==> src/rtl/bale_pkg.sv <==
// bale_pkg: shared types and constants for the bounded array list engine.
// Holds request/status codes, cell command and compare-hit structs.
// No dependencies.
`default_nettype none

package bale_pkg;

  // Default list depth and fixed field widths
  localparam int unsigned CAPACITY_DEF = 16;
  localparam int unsigned VALUE_W      = 32;
  localparam int unsigned MODE_W       = 2;
  localparam int unsigned POSITION_W   = 5;
  localparam int unsigned STATUS_W     = 2;
  localparam int unsigned INDEX_W      = 4;
  localparam int unsigned FILL_W       = 5;
  // Wide enough for any index or count up to the largest supported depth (256)
  localparam int unsigned POS_W        = 9;

  // Stream payload widths (tdata padded to whole bytes)
  localparam int unsigned IN_TDATA_W   = 40;
  localparam int unsigned IN_TUSER_W   = MODE_W;
  localparam int unsigned OUT_TDATA_W  = 16;
  localparam int unsigned OUT_TUSER_W  = STATUS_W;

  // Request kinds
  typedef enum logic [MODE_W-1:0] {
    MODE_INSERT = 2'd0,
    MODE_DELETE = 2'd1,
    MODE_LOCATE = 2'd2,
    MODE_SORTED = 2'd3
  } mode_t;

  // Result status codes
  typedef enum logic [STATUS_W-1:0] {
    ST_DONE     = 2'd0,
    ST_FULL     = 2'd1,
    ST_BADPOS   = 2'd2,
    ST_NOTFOUND = 2'd3
  } status_t;

  // What every cell does on this cycle
  typedef enum logic [1:0] {
    CELL_HOLD   = 2'd0,
    CELL_INSERT = 2'd1,
    CELL_DELETE = 2'd2
  } cell_op_t;

  // Broadcast shift command from the controller to the cell row
  typedef struct packed {
    cell_op_t           op;
    logic [POS_W-1:0]   target;
  } cell_cmd_t;

  // Per-cell compare results against the request value
  typedef struct packed {
    logic eq;
    logic gt;
  } cell_hit_t;

endpackage

`default_nettype wire

==> src/rtl/bale_cell.sv <==
// bale_cell: one list slot; holds an entry, compares it with the request
// value and shifts to/from its neighbors. Depends on bale_pkg.
`default_nettype none

module bale_cell #(
  parameter int unsigned CELL_IDX = 0
) (
  input  wire                            clk,
  input  bale_pkg::cell_cmd_t            cmd,
  input  logic [bale_pkg::POS_W-1:0]     count,
  input  logic signed [bale_pkg::VALUE_W-1:0] value,
  input  logic signed [bale_pkg::VALUE_W-1:0] left_entry,
  input  logic signed [bale_pkg::VALUE_W-1:0] right_entry,
  output logic signed [bale_pkg::VALUE_W-1:0] entry,
  output bale_pkg::cell_hit_t            hit
);
  import bale_pkg::*;

  localparam logic [POS_W-1:0] MY_IDX = POS_W'(CELL_IDX);

  logic signed [VALUE_W-1:0] entry_r;
  logic signed [VALUE_W-1:0] entry_nxt;
  logic                      occupied;

  assign entry    = entry_r;
  assign occupied = (MY_IDX < count);

  // Compare against the request value; empty slots never hit
  always_comb begin
    hit.eq = occupied && (entry_r == value);
    hit.gt = occupied && (entry_r > value);
  end

  // Shift or load
  always_comb begin
    entry_nxt = entry_r;
    case (cmd.op)
      CELL_INSERT: begin
        if (MY_IDX > cmd.target) begin
          entry_nxt = left_entry;
        end else if (MY_IDX == cmd.target) begin
          entry_nxt = value;
        end
      end
      CELL_DELETE: begin
        if (MY_IDX >= cmd.target) begin
          entry_nxt = right_entry;
        end
      end
      default: entry_nxt = entry_r;
    endcase
  end

  // Payload only, no reset
  always_ff @(posedge clk) begin
    entry_r <= entry_nxt;
  end

endmodule

`default_nettype wire

==> src/rtl/bale_first_hit.sv <==
// bale_first_hit: priority encoder giving the lowest set bit of a hit row.
// Used for locate and sorted insert. Depends on bale_pkg.
`default_nettype none

module bale_first_hit #(
  parameter int unsigned N = bale_pkg::CAPACITY_DEF
) (
  input  logic [N-1:0]           hits,
  output logic                   found,
  output logic [$clog2(N)-1:0]   idx
);
  import bale_pkg::*;

  // Scan from the top so the lowest hit wins
  always_comb begin
    idx = '0;
    for (int i = N - 1; i >= 0; i--) begin
      if (hits[i]) begin
        idx = ($clog2(N))'(i);
      end
    end
  end

  assign found = |hits;

endmodule

`default_nettype wire

==> src/rtl/bounded_array_list_engine_core.sv <==
// bounded_array_list_engine_core: top level of the bounded ordered list.
// Depends on bale_pkg, bale_cell, bale_first_hit.
//
//  channel | dir | handshake            | payload
//  --------+-----+----------------------+-------------------------------------
//  in_     | in  | in_tvalid/in_tready  | tuser: mode; tdata: value, position
//  out_    | out | out_tvalid/out_tready| tuser: status; tdata: index, fill
//
// Cycles: one transaction per clock while results are taken. A request is
// decided and the cell row shifted at the accepting edge; its result sits
// in the output register from the next cycle on. The figure is set by the
// compare row plus the first-hit encoder feeding the cell shift controls.
// Reset: clears the fill count and output valid; entries are not cleared.
// Stalls: a new request is taken while the held result is taken in the same
// cycle; an untaken result blocks the input.
`default_nettype none

module bounded_array_list_engine_core #(
  parameter int unsigned CAPACITY = bale_pkg::CAPACITY_DEF
) (
  input  wire                                clk,
  input  wire                                rst_n,
  input  logic                               in_tvalid,
  output logic                               in_tready,
  input  logic [bale_pkg::IN_TDATA_W-1:0]    in_tdata,  // [31:0] value, [36:32] position
  input  logic [bale_pkg::IN_TUSER_W-1:0]    in_tuser,  // [1:0] mode
  output logic                               out_tvalid,
  input  logic                               out_tready,
  output logic [bale_pkg::OUT_TDATA_W-1:0]   out_tdata, // [3:0] index, [8:4] fill
  output logic [bale_pkg::OUT_TUSER_W-1:0]   out_tuser  // [1:0] status
);
  import bale_pkg::*;

  localparam int unsigned CNT_W = $clog2(CAPACITY + 1);
  localparam int unsigned IDX_W = $clog2(CAPACITY);
  localparam logic [POS_W-1:0] CAP_P = POS_W'(CAPACITY);

  // Control state
  logic [CNT_W-1:0]   count_r, count_nxt;
  logic               out_valid_r;
  status_t            status_r, status_nxt;
  logic [INDEX_W-1:0] index_r;
  logic [FILL_W-1:0]  fill_r;

  logic                      accept;
  mode_t                     mode;
  logic signed [VALUE_W-1:0] value;
  logic [POS_W-1:0]          pos_p, cnt_p, idx_p;
  logic                      full;
  cell_cmd_t                 cmd;

  // Cell row wiring
  logic signed [VALUE_W-1:0] entry_q [CAPACITY];
  logic [CAPACITY-1:0]       eq_vec, gt_vec;
  logic                      eq_found, gt_found;
  logic [IDX_W-1:0]          eq_idx, gt_idx;

  // Unpack request
  assign mode   = mode_t'(in_tuser[MODE_W-1:0]);
  assign value  = $signed(in_tdata[VALUE_W-1:0]);
  assign pos_p  = POS_W'(in_tdata[VALUE_W +: POSITION_W]);
  assign cnt_p  = POS_W'(count_r);
  assign full   = (cnt_p == CAP_P);

  assign in_tready = !out_valid_r || out_tready;
  assign accept    = in_tvalid && in_tready;

  // Row of cells
  for (genvar g = 0; g < CAPACITY; g++) begin : g_cell
    logic signed [VALUE_W-1:0] left_e, right_e;
    cell_hit_t                 hit;
    if (g == 0) begin : g_first
      assign left_e = value;
    end else begin : g_mid
      assign left_e = entry_q[g-1];
    end
    if (g == CAPACITY - 1) begin : g_last
      assign right_e = entry_q[g];
    end else begin : g_inner
      assign right_e = entry_q[g+1];
    end
    bale_cell #(.CELL_IDX(g)) u_cell (
      .clk         (clk),
      .cmd         (cmd),
      .count       (cnt_p),
      .value       (value),
      .left_entry  (left_e),
      .right_entry (right_e),
      .entry       (entry_q[g]),
      .hit         (hit)
    );
    assign eq_vec[g] = hit.eq;
    assign gt_vec[g] = hit.gt;
  end

  // First equal entry and first larger entry
  bale_first_hit #(.N(CAPACITY)) u_eq_enc (
    .hits  (eq_vec),
    .found (eq_found),
    .idx   (eq_idx)
  );

  bale_first_hit #(.N(CAPACITY)) u_gt_enc (
    .hits  (gt_vec),
    .found (gt_found),
    .idx   (gt_idx)
  );

  // Request decode
  always_comb begin
    status_nxt = ST_DONE;
    idx_p      = '0;
    count_nxt  = count_r;
    cmd.op     = CELL_HOLD;
    cmd.target = '0;
    unique case (mode)
      MODE_INSERT: begin
        if (full) begin
          status_nxt = ST_FULL;
        end else if (pos_p > cnt_p) begin
          status_nxt = ST_BADPOS;
        end else begin
          idx_p      = pos_p;
          cmd.op     = CELL_INSERT;
          cmd.target = pos_p;
          count_nxt  = count_r + CNT_W'(1);
        end
      end
      MODE_DELETE: begin
        if (pos_p >= cnt_p) begin
          status_nxt = ST_BADPOS;
        end else begin
          idx_p      = pos_p;
          cmd.op     = CELL_DELETE;
          cmd.target = pos_p;
          count_nxt  = count_r - CNT_W'(1);
        end
      end
      MODE_LOCATE: begin
        if (eq_found) begin
          idx_p = POS_W'(eq_idx);
        end else begin
          status_nxt = ST_NOTFOUND;
        end
      end
      MODE_SORTED: begin
        if (full) begin
          status_nxt = ST_FULL;
        end else begin
          idx_p      = gt_found ? POS_W'(gt_idx) : cnt_p;
          cmd.op     = CELL_INSERT;
          cmd.target = idx_p;
          count_nxt  = count_r + CNT_W'(1);
        end
      end
      default: status_nxt = ST_DONE;
    endcase
    if (!accept) begin
      cmd.op    = CELL_HOLD;
      count_nxt = count_r;
    end
  end

  // Fill count and output valid
  always_ff @(posedge clk) begin
    if (!rst_n) begin
      count_r     <= '0;
      out_valid_r <= 1'b0;
    end else begin
      count_r <= count_nxt;
      if (accept) begin
        out_valid_r <= 1'b1;
      end else if (out_tready) begin
        out_valid_r <= 1'b0;
      end
    end
  end

  // Result payload
  always_ff @(posedge clk) begin
    if (accept) begin
      status_r <= status_nxt;
      index_r  <= idx_p[INDEX_W-1:0];
      fill_r   <= FILL_W'(count_nxt);
    end
  end

  assign out_tvalid = out_valid_r;
  assign out_tuser  = status_r;
  assign out_tdata  = {(OUT_TDATA_W - INDEX_W - FILL_W)'(0), fill_r, index_r};

  // Checks
  a_count_bound: assert property (@(posedge clk) disable iff (!rst_n)
    POS_W'(count_r) <= CAP_P)
    else $error("fill count exceeds capacity");

  a_fill_tracks: assert property (@(posedge clk) disable iff (!rst_n)
    out_valid_r |-> (fill_r == FILL_W'(count_r)))
    else $error("reported fill differs from fill count");

  a_reject_holds: assert property (@(posedge clk) disable iff (!rst_n)
    (accept && (status_nxt == ST_FULL || status_nxt == ST_BADPOS)) |=> $stable(count_r))
    else $error("rejected request changed the fill count");

  a_index_zero: assert property (@(posedge clk) disable iff (!rst_n)
    (out_valid_r && status_r != ST_DONE) |-> (index_r == '0))
    else $error("nonzero index with failing status");

endmodule

`default_nettype wire

==> config.mk <==
export PLATFORM = sky130hd
export DESIGN_NAME = bounded_array_list_engine_core
export DESIGN_NICKNAME = d
export VERILOG_FILES = /design/src/rtl/bale_pkg.sv /design/src/rtl/bale_cell.sv /design/src/rtl/bale_first_hit.sv /design/src/rtl/bounded_array_list_engine_core.sv
export SDC_FILE = /design/constraint.sdc
export NUM_CORES = 2
export LEC_CHECK = 0
export BUFFER_PORTS_ARGS = -buffer_cell sky130_fd_sc_hd__buf_4
export CORE_MARGIN = 1.5
export CORE_UTILIZATION = 55
export DETAILED_ROUTE_END_ITERATION = 6
export PLACE_DENSITY = 0.71
export SLEW_MARGIN = 15
export SYNTH_ARGS = -nofsm -noshare
export SYNTH_HDL_FRONTEND = slang
export SYNTH_SLANG_ARGS = --single-unit
==> constraint.sdc <==
create_clock -name clk -period 10.2 [get_ports clk]
set_input_delay 3.06 -clock clk [delete_from_list [all_inputs] [get_ports clk]]
set_output_delay 3.06 -clock clk [all_outputs]
set_load 0.05 [all_outputs]
# Word level (Yosys, flattened, before mapping)
# Index checks and enable logic that the tools add are counted.
# op_classes
n_bitwise,0
n_addsub,2
shift,0
n_eq_ne,67
muxes,121
multipliers,0
reduce_logical,58
div_mod_pow,0
n_lt_le_gt_ge,65
# op_table
op,n
$mux W32,47
$pmux W32 S2,15
$eq A32 B32 Y1,16
$gt A32 B32 Y1,16
$mux W4,37
$eq A4 B9 Y1 const A,8
$gt A4 B9 Y1 const A,8
$ge A4 B9 Y1 const A,7
$ne A3 B1 Y1 const B,15
$reduce_and A3 Y1,15
$lt A4 B5 Y1 const A,8
$eq A3 B9 Y1 const A,4
$ge A3 B9 Y1 const A,4
$gt A3 B9 Y1 const A,4
$logic_and A1 B1 Y1,33
$pmux W11 S3,1
$reduce_or A16 Y1,2
$mux W10,3
$mux W5,6
$ne A2 B1 Y1 const B,15
$lt A3 B5 Y1 const A,4
$eq A2 B9 Y1 const A,2
$ge A1 B9 Y1 const A,2
$ge A2 B9 Y1 const A,2
other kinds (24),39
# totals
latchBits,0
inputBits,46
rom_bits,0
n_memories,0
ram_bits,0
out_inout_bits,20
ff_bits,529

# Depth between registers and ports, before layout
# logic_depth
depth_word,25
depth_mapped,19
mapped_depth_nobuf,15

# Cells and area by module
# Synthesis repeated with hierarchy kept, for this count alone.
# unflattened
hier_cells,4453
hier_area_um2,41980.3
# modules_own_cells
mod,seq_area_each_um2,n_inst,area_per_inst_um2,cells_per_inst
bale_cell (g_cell[11].u_cell ...),960.9,2,2526.2,267
bale_cell (g_cell[12].u_cell),960.9,1,2586.2,266
bale_cell (g_cell[9].u_cell),960.9,1,2578.7,270
bale_cell (g_cell[10].u_cell),960.9,1,2568.7,269
bale_cell (g_cell[4].u_cell),960.9,1,2556.2,268
bale_cell (g_cell[8].u_cell),960.9,1,2553.7,267
bale_cell (g_cell[6].u_cell),960.9,1,2546.2,267
bale_cell (g_cell[7].u_cell),960.9,1,2541.2,266
bale_cell (g_cell[13].u_cell),960.9,1,2538.7,266
bale_cell (g_cell[14].u_cell),960.9,1,2534.9,267
bale_cell (g_cell[5].u_cell),960.9,1,2529.9,264
bale_cell (g_cell[15].u_cell),960.9,1,2523.7,266
bale_cell (g_cell[1].u_cell),960.9,1,2509.9,267
bale_cell (g_cell[3].u_cell),960.9,1,2506.2,266
3 more rows,n/a,n/a,n/a,n/a

# Worst setup path before layout
# OpenSTA, ideal clock, no wires.
# synth_timing
path_kind,input-to-reg
from,input in_tdata[23] (netlist bit)
to,register g_cell[8].u_cell.entry_r[0] (enable)
cell_stages,17
n_path_buf,4
required_ns,9.768
path_slack_ns,1.087
arrival_ns,8.681
path_cell_list,buf_2 > inv_1 > ha_1 > a211o_1 > or4_1 > a2111o_1 > or3_1 > and2_4 > o22a_1 > a32o_1 > or2_1 > buf_2 > nor4_4 > buf_2 > buf_2 > nand3_1 > a21oi_1
# synth_via
elab_chain_len,24
# synth_rtl
element,line_no,rtl
"start, declared",bounded_array_list_engine_core.sv:25,"input logic [bale_pkg::IN_TDATA_W-1:0] in_tdata,"
$gt A32 B32 Y1,bale_cell.sv:31,hit.gt = occupied && (entry_r > value);
$logic_and A1 B1 Y1,bale_cell.sv:31,
$mux W4 (16 in series),bale_first_hit.sv:18,if (hits[i]) begin
$mux W5 (*),bounded_array_list_engine_core.sv:150,idx_p = gt_found ? POS_W'(gt_idx) : cnt_p;
$mux W10 (*),bounded_array_list_engine_core.sv:147,if (full) begin
$pmux W11 S3 (*),bounded_array_list_engine_core.sv:116,unique case (mode)
$gt A4 B9 Y1 (tied with other cells),bale_cell.sv:39,if (MY_IDX > cmd.target) begin
$ne A3 B1 Y1 (no source line) / $ne A2 B1 Y1 (equally long branches),n/a,
$reduce_and A3 Y1 (no source line) (*),n/a,
"end signal, assigned",bale_cell.sv:56,entry_r <= entry_nxt;
"end, declared",bale_cell.sv:21,logic signed [VALUE_W-1:0] entry_r;
# Mark *: on every way between the ends. The rest lies on a longest branch, timed or not.
# A chain may end at the register's enable or synchronous reset.

# Worst setup path in the final report
# layout_timing
from,input in_tdata[23] (netlist bit)
to,"register g_cell[12].u_cell.entry_r[21], data pin"
# layout_via
elab_chain_len,24
# layout_rtl
element,line_no,rtl
$gt A32 B32 Y1,bale_cell.sv:31,
$logic_and A1 B1 Y1,bale_cell.sv:31,
$mux W4 (16 in series),bale_first_hit.sv:18,
$mux W5 (*),bounded_array_list_engine_core.sv:150,
$mux W10 (*),bounded_array_list_engine_core.sv:147,
$pmux W11 S3 (*),bounded_array_list_engine_core.sv:116,
$gt A4 B9 Y1 (*),bale_cell.sv:39,
$mux W32 (*),bale_cell.sv:39,
$pmux W32 S2 (*),bale_cell.sv:37,case (cmd.op)
via g_cell[12].u_cell.entry_nxt[21],bale_cell.sv:22,logic signed [VALUE_W-1:0] entry_nxt;
"end signal, assigned",bale_cell.sv:56,
"end, declared",bale_cell.sv:21,
# Mark *: on every way through the listed nets, which the timed path passes. The rest lies on a longest branch.

==> out/metrics.cfg <==
[worst_hold_path]
worstHoldStart=g_cell[5].u_cell.entry[0]$_DFFE_PP_
min_to=g_cell[4].u_cell.entry[0]$_DFFE_PP_
holdPathStages=2
hp-class=register to register

[setup_path]
r2r_end=g_cell[12].u_cell.entry[21]$_DFFE_PP_
cp_max_fo=32
reg2reg_slack_ps=3730
r2r_cells=15
cp.required_ps=10560
cp-start-kind=primary input
worstSetupEndpointType=register
crit_type=primary input to register
r2r_start=g_cell[0].u_cell.entry[31]$_DFFE_PP_
cp.arrival_ps=9410

[global_routing]
antenna_found_initial=3
first_global_vias=32500
grt_first_pass_wirelength_um=208000
globalRouteTotalUtil_pct=37.5
grt_max_degree=198
grt_overflow=0

[final_layout]
seq_area_sq_um=15800
drive_above_1_share_pct=8.24
final_common_cell=edfxtp_1
final_cell_mix=edfxtp_1, ha_1, nand2_1
fin_util_pct=60.7
syn_to_final_growth_pct=8.90
multi_input_area_sq_um=22800
final_nets=4610
fillers=6068

[place]
place_ws_ps=893
io_buffers=55
globalplace.congestion=1.06
hpwl_um=108000

[routing]
wl_per_cell_um=28.1
drt-pass1-iter-count=6
vias_per_cell=6.95
route.detailed.drc=0
drt_iter0_drc=5198
ant_nets=0
vias=35000
wl_um=142000

[status]
status=completed

[yosys]
synth-edff-count=523
synth_warnings=0
synth_ff_type=edfxtp_1
synth_top_cell_area_share_pct=39.4
syn_area_per_cell_sq_um=9.77
synth_top_cell_by_area=edfxtp_1
syn_inst=4082
synth_area_leaders=edfxtp_1, ha_1, nand2_1
netlist_area_sq_um=39900
synth_cell_types=92
async_reset_ff_share_pct=0
yosysSeqAreaShare_pct=39.7
synth-seq-cells=529

[clock_tree]
clkTransAtPathRegs_ps=60
tritoncts=built
clock-sinks=529
clockBufferDepth=3
clock_latency_ps=670
htree_levels=2
cts_resized=0
holdBufCountCts=0
post-cts-setup-buffer-count=0
root_buffer=clkbuf_16
cts_buffers=60

[floorplan]
fp-row-count=98
core_area_sq_um=71600
die_width_um=272
fp.dieArea_sq_um=74200
start_util_pct=55.7
io_pins=66
die_h_um=272

[power_and_ir_drop]
p_sw_share_pct=34.0
power_density_nw_per_um2=160
combPwrFrac_pct=27.9
leakagePower_nw=17.2
p_int_w=0.00459
seqPwrFrac_pct=41.4
irDropWorstVdd_mv=0.133
pwr-share-clk_pct=30.6
p_sw_w=0.00237

[timing]
final.setup.worst_slack_ps=1150
tns_ps=0
fin_worst_skew_ps=32.9
rsz0062_at_grt=false
min_period_ps=9050
finalHoldViolCount=0
worst_pin_slew_ps=1310
fin_crit_sh_pct=88.7
achievable-frequency_mhz=110
setup-violations-final=0
maxSlewViolCount=0
relSlewSlack_pct=11.7

[flow_run]
cap_violations=0

## power groups by stage
stage               Sequential [W]  Combinational, W  Clock [W]
finish                     0.00288           0.00194    0.00213
global route               0.00290           0.00209    0.00221
CTS                        0.00287           0.00188    0.00213
detailed placement         0.00292           0.00187          0
global placement           0.00291           0.00183          0
floorplan                  0.00285           0.00128          0
## worst max-delay path by stage
stage                  from                               endpoint  slack, ps  depth (start not counted)
2_1_floorplan  in_tdata[23]    g_cell[8].u_cell.entry[0]$_DFFE_PP_       1090                         17
3_3_place_gp   in_tdata[23]   g_cell[6].u_cell.entry[12]$_DFFE_PP_        980                         15
3_5_place_dp   in_tdata[23]    g_cell[6].u_cell.entry[8]$_DFFE_PP_        890                         15
4_1_cts        in_tdata[23]   g_cell[6].u_cell.entry[12]$_DFFE_PP_       1510                         15
5_1_grt        in_tdata[30]  g_cell[13].u_cell.entry[26]$_DFFE_PP_       1150                         17
6_report       in_tdata[23]  g_cell[12].u_cell.entry[21]$_DFFE_PP_       1150                         17
## cells in the mapped netlist (14+ instances only)
| library cell | instances |
|---|---|
| edfxtp_1 | 523 |
| buf_4 | 14 |
| nand2_1 | 468 |
| a21oi_1 | 305 |
| buf_2 | 61 |
| a221oi_1 | 69 |
| nor2_1 | 379 |
| o21ai_0 | 178 |
| mux2i_1 | 135 |
| and4_1 | 46 |
| inv_1 | 109 |
| o21a_1 | 15 |
| o21ai_1 | 65 |
| nor4_1 | 19 |
| nor3_1 | 64 |
| a21o_1 | 54 |
| and3_1 | 36 |
| nand3_1 | 96 |
| nand2b_1 | 18 |
| mux2_2 | 44 |
| a32oi_1 | 32 |
| a221o_1 | 104 |
| nor2b_1 | 25 |
| o211ai_1 | 112 |
| buf_1 | 15 |
| mux2_1 | 22 |
| clkbuf_1 | 172 |
| nand4_1 | 102 |
| a211oi_1 | 63 |
| ha_1 | 522 |
| a31oi_1 | 17 |
## sequential cells by signal, summed over array words and instances, names as in the netlist
register / count
out_tvalid: 1
fill_r: 5
index_r: 4
g_cell.u_cell.entry: 512
out_tuser: 2
count_r: 5
## critical path: stages
cell and delay (ps):
buf_4 160, inv_1 680, ha_1 300, nand2_1 60, nor4_1 550, o21ai_0 190, o211ai_1 470, o21bai_1 210
a211oi_1 920, nand3_1 450, nor3_2 310, buf_4 200, a2bb2oi_1 840, a21oi_4 160, buf_4 360, mux2i_1 270
o21ai_0 130
## kinds of logic (layout without fill, tap and decap cells)
kind of cell	after synthesis	after routing	share of synthesized area, %
buffers and inverters	380	381	4.03
AOI/OAI and AO/OA	1136	1136	19.3
muxes	201	201	5.25
DFF	529	529	39.7
adders and majority gates	522	522	16.4
other	1	8	0.00940
and+or+nand+nor	1310	1310	15.3
xor gates and xnor gates	3	3	0.0659
## per-stage QoR
stage               cell area [sq um]  instances  hold slack, ps  power (W)
global route                    43400       5040             615    0.00719
global placement                41600       4930             525    0.00474
floorplan                       39900       4088             522    0.00414
finish                          43400       5040             567    0.00696
detailed placement              41600       4930             548    0.00479
CTS                             43400       5039             559    0.00688
## per-layer routing
metal	up-vias	wire length (um)	GRT usage (%)	share of wire (%)
met1	16700	57500	53.5	41
met3	273	20400	12.5	14
met2	2306	58500	53.0	41
met5	-	174	0	0.12
li1	15700	-	-	-
met4	2	5240	12.7	3.7
## cell type report
class,instances,share of cell area (%)
flip-flops and latches,529,36.4
well taps,950,2.74
multi-input cells,3179,52.4
clock buffers,79,3.72
inverters,111,0.976
diodes,1,0.00576
repair buffers,161,3.21
clock inverters,30,0.536
Note: power is estimated with default switching activity, not from simulation.
